File: src/rtl/core/srce_pkg.sv
// srce_pkg: shared types and constants for the sample rate-of-change estimator.
// Used by srce_div and sample_rate_of_change_estimator_unit; no dependencies.

package srce_pkg;

    localparam int DATA_W    = 32;          // sample, timestamp and rate width
    localparam int NUM_W     = DATA_W + 1;  // signed dividend: difference of two 32-bit values
    localparam int QUO_W     = DATA_W;      // quotient magnitude (|dividend| < 2^32)
    localparam int STEP_W    = $clog2(QUO_W);
    localparam int PREC_W    = 31;
    localparam int CFG_IDX_W = 2;

    localparam logic [CFG_IDX_W-1:0] CFG_MIN_INTERVAL = 2'd0;
    localparam logic [CFG_IDX_W-1:0] CFG_MAX_INTERVAL = 2'd1;
    localparam logic [CFG_IDX_W-1:0] CFG_PRECISION    = 2'd2;

    localparam logic [DATA_W-1:0] MAX_INTERVAL_RST = 32'd10000;
    localparam logic [DATA_W-1:0] POS_LIMIT        = 32'h7FFF_FFFF;
    localparam logic [DATA_W-1:0] NEG_LIMIT        = 32'h8000_0000;

    typedef enum logic [3:0] {
        ST_CLEAR,
        ST_IDLE,
        ST_READ,
        ST_EVAL,
        ST_CHECK,
        ST_DIV1,
        ST_DIFF,
        ST_LOAD2,
        ST_DIV2,
        ST_DONE
    } srce_state_t;

    typedef struct packed {
        logic [DATA_W-1:0] value;
        logic [DATA_W-1:0] tstamp;
        logic [DATA_W-1:0] rate;
    } srce_entry_t;

endpackage

File: src/rtl/core/srce_div.sv
// srce_div: radix-2 restoring divider, signed dividend by unsigned divisor,
// truncating toward zero; result as sign and magnitude. Depends on srce_pkg.

module srce_div (
    input  logic                        clk,
    input  logic                        rst_n,
    input  logic                        start,
    input  logic signed [srce_pkg::NUM_W-1:0] num,
    input  logic [srce_pkg::DATA_W-1:0] den,
    output logic                        done,
    output logic                        neg,
    output logic [srce_pkg::QUO_W-1:0]  quo
);
    import srce_pkg::*;

    localparam logic [STEP_W-1:0] LAST_STEP = STEP_W'(QUO_W - 1);

    logic              busy_reg;
    logic              done_reg;
    logic [STEP_W-1:0] step_reg;
    logic [QUO_W-1:0]  quo_reg;
    logic [DATA_W-1:0] rem_reg;
    logic [DATA_W-1:0] den_reg;
    logic              neg_reg;

    logic [NUM_W-1:0]  num_abs;
    logic [DATA_W:0]   partial;
    logic [DATA_W:0]   trial;
    logic              qbit;

    assign num_abs = num[NUM_W-1] ? NUM_W'(-num) : NUM_W'(num);

    // partial < 2*den, so the trial difference fits and its top bit is the borrow
    assign partial = {rem_reg, quo_reg[QUO_W-1]};
    assign trial   = partial - {1'b0, den_reg};
    assign qbit    = ~trial[DATA_W];

    always_ff @(posedge clk or negedge rst_n)
    begin
        if (!rst_n)
        begin
            busy_reg <= 1'b0;
            done_reg <= 1'b0;
            step_reg <= '0;
        end
        else
        begin
            done_reg <= busy_reg && (step_reg == LAST_STEP);
            if (start)
            begin
                busy_reg <= 1'b1;
                step_reg <= '0;
            end
            else if (busy_reg)
            begin
                if (step_reg == LAST_STEP)
                    busy_reg <= 1'b0;
                step_reg <= step_reg + 1'b1;
            end
        end
    end

    always_ff @(posedge clk)
    begin
        if (start)
        begin
            quo_reg <= num_abs[QUO_W-1:0];
            rem_reg <= '0;
            den_reg <= den;
            neg_reg <= num[NUM_W-1];
        end
        else if (busy_reg)
        begin
            quo_reg <= {quo_reg[QUO_W-2:0], qbit};
            rem_reg <= qbit ? trial[DATA_W-1:0] : partial[DATA_W-1:0];
        end
    end

    assign done = done_reg;
    assign neg  = neg_reg;
    assign quo  = quo_reg;

endmodule

File: config.mk
export PLATFORM = sky130hd
export DESIGN_NAME = srce_div
export DESIGN_NICKNAME = d
export VERILOG_FILES = /design/src/rtl/core/srce_pkg.sv /design/src/rtl/core/srce_div.sv
export SDC_FILE = /design/constraint.sdc
export NUM_CORES = 1
export LEC_CHECK = 0
export ABC_AREA = 1
export BUFFER_PORTS_ARGS = -buffer_cell sky130_fd_sc_hd__buf_4
export CORE_MARGIN = 2
export CORE_UTILIZATION = 30
export DETAILED_ROUTE_END_ITERATION = 16
export GPL_ROUTABILITY_DRIVEN = 0
export PLACE_DENSITY = 0.47
export SKIP_CTS_REPAIR_TIMING = 1
export SLEW_MARGIN = 20
export SYNTH_ARGS = -nofsm -noshare
export SYNTH_HDL_FRONTEND = slang
export SYNTH_SLANG_ARGS = --single-unit
export TNS_END_PERCENT = 20
File: constraint.sdc
create_clock -name clk -period 3 [get_ports clk]
set_clock_uncertainty 0.1 [all_clocks]
set_input_delay 0.3 -clock clk [delete_from_list [all_inputs] [get_ports clk]]
set_output_delay 0.3 -clock clk [all_outputs]
set_load 0.005 [all_outputs]
==> parameters.txt <==
Parameter                              Value

Status
  Outcome ... finished, final reports clean

Clock tree
  CTS tree ... built
  Cell at the root of the clock tree ... clkbuf_16
  Clk sink count ... 104
  Clock transition at path regs ... 0.08 ns
  Total number of H-tree levels ... 3
  Worst skew pair latency ... 0.37 ns
  Max Root-Sink Buffers ... 2
  Number of CTS-inserted buffers ... 9

Timing
  Shortest period the worst path allows ... 2.618 ns
  Tightest hold margin ... 0.01124 ns
  Final setup violation count ... 0
  Number of max-slew violations in the final report ... 0
  Period Utilization, post-route ... 87.26%
  Transition time at the pin with the least slew margin ... 0.4854 ns
  Max Clk Rate ... 382.0 MHz
  Worst relative slew slack ... 67.64%
  RSZ-0062 raised after global routing ... no
  Number of hold-slack violations in the final timing report ... 0
  Final WS setup ... 0.3821 ns
  Total negative slack for setup checks ... 0 ns

Synth
  Most frequent cell after synthesis ... nand2_1
  Yosys reg bits ... 104
  Ys async rst share ... 6.731%
  Top cells by area, synth ... edfxtp_1 25%, nand2_1 22%, inv_1 12%, dfxtp_1 8.3%, ha_1 5.7%
  EDFF count, synth ... 65
  Commonest register cell after synthesis ... edfxtp_1
  Number of unique standard cell types used by synthesis ... 41
  Synthesized cell area ... 7736 um^2
  Synth Warn # ... 0
  Sequential-to-total area share from yosys stat ... 35.78%
  Syn_nets ... 1288
  Post-Syn Area per Cell ... 6.534 um^2
  Cell taking the most area after synthesis ... edfxtp_1
  Synth cell count leaders ... 450 x nand2_1, 238 x inv_1, 85 x nand3_1
  Share of the synthesized area in the top cell type ... 25.23%
  Mapped Cells ... 1184

Setup path
  Setup slack, reg-to-reg ... 0.38 ns
  Setup Crit Path Kind ... flip-flop to flip-flop
  Critical path capture point type ... flip-flop
  Worst Reg-to-Reg Cells ... 17
  Endpoint of the lowest-slack register-to-register path ... rem_reg[16]
  Nature of the critical path startpoint ... flip-flop
  Beginning of the worst register-to-register path ... quo[31]
  Arrival time at the worst endpoint ... 2.77 ns
  Worst Path Required ... 3.15 ns
  Crit path max fanout ... 27

Detailed routing
  Detailed router's first-iteration violation count ... 362
  Vias per Instance ... 4.380
  # DRC ... 0
  Total wire length ... 21240 um
  Average detailed-routed wire length per instance ... 13.09 um
  Number of iterations in the first detailed-routing pass ... 5
  Number of antenna-violating nets in the routed design ... 0
  Vias ... 7109

Layout
  Summed area of non-filler cells in the final layout ... 9229 um^2
  Area Growth Syn to Fin ... 19.29%
  Count of nets after finishing ... 1392
  Share of cells above drive strength 1 ... 12.14%
  Ant diodes ... 0
  Count of filler cells inserted in the layout ... 2783

Min path
  Kind of path behind the tightest hold check ... primary input to flip-flop
  Cell count of the worst hold path ... 1
  Endpoint, Worst Hold ... den_reg[7]
  Origin of the worst min-delay path ... den[7]

Job
  Count of max-cap constraint violations ... 0

Die
  DIE AREA ... 27090 um^2
  Vertical extent of the die ... 164.6 um
  Die X ... 164.6 um
  Starting density of the core ... 30.63%
  Core area ... 25250 um^2
  Number of top-level pins ... 102
  Number of placement rows ... 58

Pwr
  Leakage power total ... 4.913 nW
  Max rail drop VDD ... 221.8 uV
  Total chip power ... 3.625 mW
  Power per cell area ... 392.8 nW/um^2

Global route
  Global-route wire length before repair ... 34810 um
  GRT Overall Usage ... 16.38%
  Initial antenna violation count ... 0
  Via count of the first global-routing pass ... 6986
  Pin count of the biggest net entering global routing ... 36
  Global route overflow ... 0

Placement
  Pre-CTS setup slack ... 0.2737 ns
  Standard cell area after detailed placement ... 8836 um^2
  DP Wirelength ... 16250 um
  Port-buffer cells ... 101
==> report_power, final <==
part | internal [mW] | switching (mW) | total (mW)
Sequential | 1.63 | 0.0529 | 1.68
Combinational | 0.287 | 0.374 | 0.662
Clock | 0.662 | 0.618 | 1.28
==> per-stage QoR <==
stage | utilization [%] | cells
global route | 36.54 | 1623
global placement | 34.99 | 1599
finish | 36.54 | 1623
CTS | 36.19 | 1615
floorplan | - | 1184
detailed placement | 34.99 | 1599
==> final cells by class <==
type,count,area [um^2],area share (%)
clock buffers,9,225.2,2.440
clock inverters,7,78.83,0.8541
inverters,248,930.9,10.09
multi-input cells,810,3930,42.58
flip-flops and latches,104,2768,29.99
well taps,330,412.9,4.474
repair buffers,115,883.3,9.572
==> critical path: stages (launching register included) <==
cell	delay (ns)
edfxtp_1	0.35
inv_1	0.06
ha_1	0.22
fa_1	0.40
inv_1	0.09
nand2_1	0.05
nand2_1	0.09
nand3_1	0.07
nand2_1	0.12
nand2_1	0.06
nand2_1	0.13
nand2_4	0.09
nand2_4	0.08
nand2_4	0.08
nand2_4	0.26
nand2_1	0.10
nand3_1	0.08
nand2_1	0.05
==> layout by cell type, fill, tap and decap left out, types with 2 or more instances in the layout <==
cell type      count
dfxtp_1           32
dfrtp_1            7
nor3_1            21
clkinv_1           2
nand2_1          450
clkinv_2           2
nor2_2             6
nor2_1            73
o21ai_0           25
nand4_1           12
nand2_2            4
clkbuf_16          9
dlygate4sd3_1      8
inv_1            238
nand3_1           85
nor3_2             3
or2_0              4
edfxtp_1          65
a21oi_1           19
buf_4            107
nand2_4            4
or2_2              4
and2_1             6
inv_2              8
xnor2_1           15
xor2_1            13
nand3_2            2
inv_8              2
ha_1              35
o21ai_1            6
a31oi_1           11
==> layer usage <==
metal | global-route usage [%] | vias up | wire (um)
li1 | - | 3836 | -
met1 | 20.94 | 3144 | 10150
met2 | 27.82 | 117 | 9698
met3 | 3.742 | 12 | 1090
met4 | 4.308 | 0 | 294
met5 | 0 | - | 0
==> cells by family after synthesis <==
| logic type | share of synthesized area (%) |
|---|---|
| compound gates | 4.642 |
| xor+xnor | 3.170 |
| fa+ha+maj | 5.919 |
| buf+inv | 13.60 |
| flops | 35.78 |
| simple gates | 36.89 |
==> worst max-delay path by stage <==
stage	start	end	slack, ns	cells past startpoint
after floorplan	quo[31]	quo[0]	0.63	16
after global placement	quo[31]	quo[0]	0.40	15
after detailed placement	quo[31]	rem_reg[11]	0.27	17
after CTS	quo[31]	rem_reg[15]	0.26	17
after global routing	quo[31]	rem_reg[16]	0.05	17
final	quo[31]	rem_reg[16]	0.38	17
Power figures use the tool's default switching activity.
